--- src/design/mpcr_pkg.sv ---
// ----------------------------------------------------------------------------
// Meter password challenge-response: shared package
// Sequencer states, status struct, ASCII hex conversion helpers.
// ----------------------------------------------------------------------------
package mpcr_pkg;

    localparam int unsigned BYTE_W   = 8;
    localparam int unsigned NIB_W    = 4;
    localparam int unsigned N_BYTES  = 8;
    localparam int unsigned IDX_W    = 3;
    localparam int unsigned CNT_W    = 4;
    localparam int unsigned PW_W     = N_BYTES * BYTE_W;

    localparam logic [PW_W-1:0]  PW_RESET  = 64'h3030_3030_3030_3030;
    localparam logic [CNT_W-1:0] LAST_POS  = 4'hF;
    localparam logic [IDX_W-1:0] LAST_IDX  = 3'd7;

    localparam logic [BYTE_W-1:0] ASCII_0 = 8'h30;
    localparam logic [BYTE_W-1:0] ASCII_9 = 8'h39;
    localparam logic [BYTE_W-1:0] ASCII_A = 8'h41;
    localparam logic [BYTE_W-1:0] ASCII_F = 8'h46;

    // Response sequencer states
    typedef enum logic [1:0] {
        S_IDLE,
        S_SEED,
        S_HIGH,
        S_LOW
    } t_seq_state;

    // Status from the response unit back to the input side
    typedef struct packed {
        logic             busy;
        logic [IDX_W-1:0] rd_idx;
    } t_resp_stat;

    // ASCII hex digit to nibble; anything outside 0-9 and A-F gives zero
    function automatic logic [NIB_W-1:0] hex_value(input logic [BYTE_W-1:0] c);
        logic [BYTE_W-1:0] d;
        d = '0;
        if (c >= ASCII_0 && c <= ASCII_9) begin
            d = c - ASCII_0;
        end else if (c >= ASCII_A && c <= ASCII_F) begin
            d = c - ASCII_A + 8'd10;
        end
        return d[NIB_W-1:0];
    endfunction

    // Nibble to uppercase ASCII hex digit
    function automatic logic [BYTE_W-1:0] hex_char(input logic [NIB_W-1:0] n);
        logic [BYTE_W-1:0] c;
        if (n <= 4'd9) begin
            c = ASCII_0 + {4'd0, n};
        end else begin
            c = ASCII_A + {4'd0, n} - 8'd10;
        end
        return c;
    endfunction

endpackage

--- src/design/mpcr_resp_unit.sv ---
// ----------------------------------------------------------------------------
// Meter password challenge-response: response unit
// Runs one shared 8-bit adder over the eight mixed bytes and emits two hex
// characters per byte through a registered output stage.
// ----------------------------------------------------------------------------
module mpcr_resp_unit
    import mpcr_pkg::*;
(
    input  logic              i_clk,
    input  logic              i_rst_n,
    input  logic              i_start,
    input  logic [BYTE_W-1:0] i_rd_data,
    output t_resp_stat        o_stat,
    output logic              o_valid,
    input  logic              i_ready,
    output logic [BYTE_W-1:0] o_char,
    output logic              o_last
);

    t_seq_state        r_state, n_state;
    logic [IDX_W-1:0]  r_idx, n_idx;
    logic [BYTE_W-1:0] r_prev, n_prev;
    logic [BYTE_W-1:0] r_sum, n_sum;
    logic              r_valid, n_valid;
    logic [BYTE_W-1:0] r_char, n_char;
    logic              r_last, n_last;

    logic              out_free;
    logic [BYTE_W-1:0] add_out;

    // Shared adder: mixed byte plus previous result, wraps mod 256
    assign add_out  = i_rd_data + r_prev;
    assign out_free = !r_valid || i_ready;

    // Next state
    always_comb begin
        n_state = r_state;
        case (r_state)
            S_IDLE: begin
                if (i_start) n_state = S_SEED;
            end
            S_SEED: n_state = S_HIGH;
            S_HIGH: begin
                if (out_free) n_state = S_LOW;
            end
            S_LOW: begin
                if (out_free) n_state = (r_idx == LAST_IDX) ? S_IDLE : S_HIGH;
            end
            default: n_state = S_IDLE;
        endcase
    end

    // Datapath and output stage
    always_comb begin
        n_idx   = r_idx;
        n_prev  = r_prev;
        n_sum   = r_sum;
        n_valid = r_valid && !i_ready;
        n_char  = r_char;
        n_last  = r_last;
        case (r_state)
            S_SEED: begin
                n_prev = i_rd_data;
                n_idx  = '0;
            end
            S_HIGH: begin
                if (out_free) begin
                    n_sum   = add_out;
                    n_valid = 1'b1;
                    n_char  = hex_char(add_out[BYTE_W-1:NIB_W]);
                    n_last  = 1'b0;
                end
            end
            S_LOW: begin
                if (out_free) begin
                    n_prev  = r_sum;
                    n_idx   = r_idx + 1'b1;
                    n_valid = 1'b1;
                    n_char  = hex_char(r_sum[NIB_W-1:0]);
                    n_last  = (r_idx == LAST_IDX);
                end
            end
            default: begin
            end
        endcase
    end

    // Control registers
    always_ff @(posedge i_clk) begin
        if (!i_rst_n) begin
            r_state <= S_IDLE;
            r_valid <= 1'b0;
            r_idx   <= '0;
        end else begin
            r_state <= n_state;
            r_valid <= n_valid;
            r_idx   <= n_idx;
        end
    end

    // Payload registers
    always_ff @(posedge i_clk) begin
        r_prev <= n_prev;
        r_sum  <= n_sum;
        r_char <= n_char;
        r_last <= n_last;
    end

    // Seed reads the last mixed byte, then walk from byte zero
    assign o_stat.busy   = (r_state != S_IDLE);
    assign o_stat.rd_idx = (r_state == S_SEED) ? LAST_IDX : r_idx;
    assign o_valid       = r_valid;
    assign o_char        = r_char;
    assign o_last        = r_last;

    a_start_seed: assert property (@(posedge i_clk) disable iff (!i_rst_n)
        (r_state == S_IDLE && i_start) |=> (r_state == S_SEED))
        else $error("start did not enter seed state");

    a_seed_walk: assert property (@(posedge i_clk) disable iff (!i_rst_n)
        (r_state == S_SEED) |=> (r_state == S_HIGH && r_idx == '0))
        else $error("walk did not begin at byte zero");

    a_low_emits: assert property (@(posedge i_clk) disable iff (!i_rst_n)
        (r_state == S_LOW && out_free) |=> (r_valid && r_char == hex_char($past(r_sum[NIB_W-1:0]))))
        else $error("low nibble character not presented");

    a_last_end: assert property (@(posedge i_clk) disable iff (!i_rst_n)
        (r_state == S_LOW && out_free && r_idx == LAST_IDX) |=> (r_state == S_IDLE && r_last))
        else $error("final character not flagged");

endmodule

--- src/design/meter_password_challenge_response.sv ---
// ----------------------------------------------------------------------------
// Meter password challenge-response: top level
// Collects the 16-character hex challenge, mixes it with the password and
// streams out the 16-character response.
// ----------------------------------------------------------------------------
// Challenge characters are taken one per cycle while the block is idle. The
// sixteenth character starts the response walk: a seed step, then a high and
// a low step per response byte on the shared 8-bit adder, and the input stays
// stalled (s_axis_tready low) until the last character is registered.
// tuser on the input marks the first character of a challenge.
module meter_password_challenge_response
    import mpcr_pkg::*;
(
    input  logic              i_clk,
    input  logic              i_rst_n,
    input  logic              i_cfg_we,
    input  logic [PW_W-1:0]   i_cfg_wdata,   // password byte i at bits 8i+7..8i
    input  logic              s_axis_tvalid,
    output logic              s_axis_tready,
    input  logic [BYTE_W-1:0] s_axis_tdata,  // [7:0] challenge_char
    input  logic              s_axis_tuser,  // [0] first_char
    output logic              m_axis_tvalid,
    input  logic              m_axis_tready,
    output logic [BYTE_W-1:0] m_axis_tdata,  // [7:0] response_char
    output logic              m_axis_tlast
);

    logic [PW_W-1:0]   r_password;
    logic [CNT_W-1:0]  r_char_count;
    logic [NIB_W-1:0]  r_high_nibble;
    logic [BYTE_W-1:0] r_mixed [N_BYTES];

    t_resp_stat        stat;
    logic              accept;
    logic [CNT_W-1:0]  pos;
    logic [IDX_W-1:0]  wr_idx;
    logic [NIB_W-1:0]  nib;
    logic [BYTE_W-1:0] pw_byte;
    logic              start;

    assign s_axis_tready = !stat.busy;
    assign accept        = s_axis_tvalid && s_axis_tready;
    assign pos           = s_axis_tuser ? '0 : r_char_count;
    assign wr_idx        = pos[CNT_W-1:1];
    assign nib           = hex_value(s_axis_tdata);
    assign pw_byte       = r_password[wr_idx*BYTE_W +: BYTE_W];
    assign start         = accept && (pos == LAST_POS);

    // Hold password register
    always_ff @(posedge i_clk) begin
        if (!i_rst_n) begin
            r_password <= PW_RESET;
        end else if (i_cfg_we) begin
            r_password <= i_cfg_wdata;
        end
    end

    // Advance character position
    always_ff @(posedge i_clk) begin
        if (!i_rst_n) begin
            r_char_count  <= '0;
            r_high_nibble <= '0;
        end else if (accept) begin
            r_char_count <= pos + 1'b1;
            if (!pos[0]) r_high_nibble <= nib;
        end
    end

    // Store mixed byte on the second character of each pair
    always_ff @(posedge i_clk) begin
        if (accept && pos[0]) begin
            r_mixed[wr_idx] <= {r_high_nibble, nib} ^ pw_byte;
        end
    end

    mpcr_resp_unit u_resp (
        .i_clk     (i_clk),
        .i_rst_n   (i_rst_n),
        .i_start   (start),
        .i_rd_data (r_mixed[stat.rd_idx]),
        .o_stat    (stat),
        .o_valid   (m_axis_tvalid),
        .i_ready   (m_axis_tready),
        .o_char    (m_axis_tdata),
        .o_last    (m_axis_tlast)
    );

    a_wrap: assert property (@(posedge i_clk) disable iff (!i_rst_n)
        start |=> (r_char_count == '0 && stat.busy))
        else $error("count did not wrap after last challenge character");

    a_no_take_busy: assert property (@(posedge i_clk) disable iff (!i_rst_n)
        stat.busy |-> !accept)
        else $error("item taken while response in progress");

    a_pair_store: assert property (@(posedge i_clk) disable iff (!i_rst_n)
        (accept && pos[0]) |=> (r_mixed[$past(wr_idx)] ==
            ({$past(r_high_nibble), $past(nib)} ^ $past(pw_byte))))
        else $error("mixed byte not stored");

endmodule

--- config.mk ---
export PLATFORM = sky130hd
export DESIGN_NAME = meter_password_challenge_response
export DESIGN_NICKNAME = d
export VERILOG_FILES = /design/src/design/mpcr_pkg.sv /design/src/design/mpcr_resp_unit.sv /design/src/design/meter_password_challenge_response.sv
export SDC_FILE = /design/constraint.sdc
export NUM_CORES = 1
export LEC_CHECK = 0
export ABC_AREA = 1
export BUFFER_PORTS_ARGS = -buffer_cell sky130_fd_sc_hd__buf_2
export CAP_MARGIN = 20
export CORE_MARGIN = 1
export CORE_UTILIZATION = 35
export CTS_BUF_LIST = sky130_fd_sc_hd__clkbuf_16
export DETAILED_ROUTE_END_ITERATION = 10
export GPL_TIMING_DRIVEN = 0
export PLACE_DENSITY_LB_ADDON = 0.25
export SLEW_MARGIN = 15
export SYNTH_ARGS = -nofsm -noshare
export SYNTH_HDL_FRONTEND = slang
export SYNTH_SLANG_ARGS = --single-unit
--- constraint.sdc ---
create_clock -name i_clk -period 3.6 [get_ports i_clk]
set_input_delay 0.18 -clock i_clk [delete_from_list [all_inputs] [get_ports i_clk]]
set_output_delay 0.18 -clock i_clk [all_outputs]
set_load 0.05 [all_outputs]
==> flow_metrics.py <==
metrics = {
    "clock_tree": {
        "clockBufferDepth": 2,
        "cts.sinks": 166,
        "clk_latency_ns": 0.44,
        "cts_buffers": 17,
        "root_buffer": "clkbuf_16",
        "cts_tree": "done",
        "htreeDepth": 4,
        "path_clk_slew_ns": 0.07,
    },
    "global_routing": {
        "grt_pass1_vias": 6038,
        "antenna_found_initial": 0,
        "track_usage": 0.1856,
        "grt_pass1_wl_um": 31020,
        "overflow": 0,
        "grt_max_degree": 17,
    },
    "layout": {
        "fin_util": 0.4702,
        "diodes": 0,
        "fin_cells": 1275,
        "final_common_cell": "nor2_1",
        "final_cell_mix": "nor2_1, nand2_1, edfxtp_1",
        "nets": 1089,
        "syn_to_final_growth_pct": 30.28,
        "final.fill_count": 1933,
        "drive_gt1_frac": 0.1761,
    },
    "timing": {
        "setup_viol_count_final": 0,
        "period_share": 0.9529,
        "maxSlewViolCount": 0,
        "whs_ns": 0.04733,
        "final_hold_viol_count": 0,
        "max_freq_ghz": 0.2915,
        "rsz0062_at_grt": "false",
        "period_needed_ns": 3.430,
        "worst_slew_pin_slew_ns": 1.048,
        "max-slew-margin-rel": 0.2991,
        "finClkSkew_ns": 0.01225,
    },
    "routing": {
        "drtPass1Iterations": 4,
        "ant_nets": 0,
        "top_layer": "met4",
        "vias_per_cell": 4.885,
        "met1_length_um": 8855,
        "dr_wl_met3_um": 717,
        "dr_wl_met2_um": 9449,
        "wl_per_cell_um": 15.21,
        "drt_iter0_drc": 276,
        "route.vias.total": 6228,
        "routed_wl_um": 19400,
        "drc_errors": 0,
    },
    "status": {
        "status": "finished clean",
    },
    "power_and_ir_drop": {
        "switching_share": 0.2832,
        "total_power_mw": 5.149,
        "p_clk_frac": 0.376,
        "powerDensity_nw_per_um2": 534.3,
        "peakVddDrop_mv": 0.3588,
        "p_sw_mw": 1.458,
        "internal_power_mw": 3.691,
        "seq_power_share": 0.427,
        "p_leak_nw": 4.016,
        "p_comb_frac": 0.197,
    },
    "worst_setup_path": {
        "cpMaxStageDelayCell": "fa_2",
        "critPathMaxFanout": 10,
        "path_class": "flop to flop",
        "crit_chain": "buf_6, inv_4, nand2_4, buf_6, buf_6, nor2_1, o22ai_1, a21o_1, ha_4, fa_2, a31o_4, xor2_4, inv_2, ha_2, o21ai_4, o21ai_1, o21ai_1, inv_1",
        "critPathMaxStageDelay_ns": 0.42,
        "cp.required_ns": 3.79,
        "end_kind": "flop",
        "worst_ep_arrival_time_ns": 3.62,
        "crit_top_cell": "buf_6",
        "startpoint_type": "flop",
    },
    "die": {
        "fp.dieW_um": 147.4,
        "io_pins": 89,
        "core_area_um2": 20490,
        "std_cell_rows": 52,
        "initial_core_util": 0.3609,
        "dieArea_um2": 21720,
        "die_y_um": 147.4,
    },
    "logic_synthesis": {
        "syn_inst": 814,
        "synth_top_cell_by_area": "edfxtp_1",
        "synthDominantCellAreaShare": 0.3572,
        "ys_warn_count": 0,
        "synth.net_count": 911,
        "synth.ff_latch_count": 166,
        "seq_area_frac_synth": 0.5683,
        "synthDistinctLibCells": 43,
        "synth.avg_cell_area_um2": 9.087,
        "synth.cell_area_um2": 7397,
        "synthTopCellsByArea": "edfxtp_1, dfxtp_1, nor2_1",
    },
    "placed_design": {
        "dp.cells": 1169,
        "place_congestion": 0.7984,
        "dpl.hpwl_um": 13190,
        "port_buffers": 85,
    },
    "worst_hold_path": {
        "hold_class": "input port to flop",
    },
    "job": {
        "timing.max_cap.violations": 0,
    },
}
[kinds of logic after synthesis]
| kind of cell | share of synthesized area |
|---|---|
| AO/OA/AOI/OAI | 0.1345 |
| AND/OR/NAND/NOR | 0.1955 |
| XOR/XNOR | 0.01658 |
| adder cells (fa/ha/maj) | 0.03315 |
| buffers and inverters | 0.05142 |
| other | 0.0005070 |
| flip-flops | 0.5683 |
[critical path, delay by kind of cell (launching register included)]
| kind | cells | cell delay (ns) |
|---|---|---|
| flops | 1 | 0.32 |
| simple gates | 2 | 0.16 |
| buf+inv | 6 | 0.64 |
| xor+xnor | 1 | 0.19 |
| fa+ha+maj | 3 | 0.81 |
| compound gates | 6 | 1.08 |
[final timing paths]
path                                                   start                             end  slack (ns)  depth (start not counted)
worst max-delay path            u_resp.r_idx[0]$_SDFFE_PN0P_      u_resp.o_char[5]$_DFFE_PP_        0.17                         18
worst min-delay path                           s_axis_tvalid  u_resp.r_state[0]$_SDFFE_PN0P_        0.05                          3
worst max register to register  u_resp.r_idx[0]$_SDFFE_PN0P_      u_resp.o_char[5]$_DFFE_PP_        0.17                         18
worst min register to register   r_password[20]$_SDFFE_PN1P_     r_password[20]$_SDFFE_PN1P_        0.46                          2
[routing by layer]
layer | global-route usage | up-vias
met5 | 0 | -
met4 | 0.07474 | 0
met3 | 0.03179 | 27
met2 | 0.3125 | 144
met1 | 0.2367 | 2910
li1 | - | 3147
[power groups by stage]
stage / combinational, mW / sequential [mW] / clock (mW)
global placement: 0.821 / 2.24 / 0
finish: 1.02 / 2.20 / 1.94
global route: 1.13 / 2.21 / 2.04
CTS: 0.945 / 2.20 / 1.96
floorplan: 0.561 / 2.26 / 0
detailed placement: 0.828 / 2.24 / 0
[sequential cells by signal (all words and copies together), names as in the netlist, 3 cells and up]
name / count
r_password: 64
u_resp.r_idx: 3
r_char_count: 4
u_resp.r_sum: 8
r_high_nibble: 4
u_resp.o_char: 7
r_mixed: 64
u_resp.r_prev: 8
[cell type report]
type                       count  area [um2]  area share
clock inverter                13       155.1     0.01610
clock buffer                  19       475.5     0.04934
inverter                      58       222.7     0.02311
buffer                        34       195.2     0.02025
sequential                   166        4210      0.4369
multi-input combinational    556        2895      0.3004
tap                          270       337.8     0.03506
timing repair buffer         159        1145      0.1188
[synth_stat cells]
master      n
nand3_2     2
o221ai_1    1
nor3_1      4
edfxtp_1   88
a32o_1      1
nor4_1      1
buf_2       4
buf_4       4
fa_1        1
a211oi_1    3
o211ai_1    3
nor2_1    145
conb_1      1
a221oi_1    6
o221a_2     1
nand2_4     2
inv_1      51
a21o_1      7
o21ai_2     1
ha_1       18
xor2_1      8
o21ai_1     2
xnor2_1     6
nor2_4      1
dfxtp_1    78
clkbuf_1   20
clkinv_1    1
buf_1       4
o31ai_1     1
a32oi_1     1
or2_2       3
nand2_2     6
o22ai_1    32
a311oi_1    1
nand3_1    55
buf_6       2
inv_2       6
a31oi_1     1
nand4_1     1
o21ai_0    84
a21oi_1    27
a31o_2      1
nand2_1   129
[through the flow]
stage	setup WS [ns]	area, um2	TNS (ns)
after floorplan	0.02162	7397	0
after global placement	-0.6380	8160	-3.135
after detailed placement	-0.6953	8160	-3.480
after CTS	0.001864	9510	0
after global routing	0.004540	9637	0
final	0.1695	9637	0
[timing repair]
item / in CTS / in global routing
hold buffers: 64 / 0
pin swaps: 2 / 10
resized for setup: 17 / 22
endpoints found under the setup margin: 6 / 7
endpoints found under the hold margin: 64 / 0
buffers inserted: 2 / 8
(Power assumes the default switching activity.)
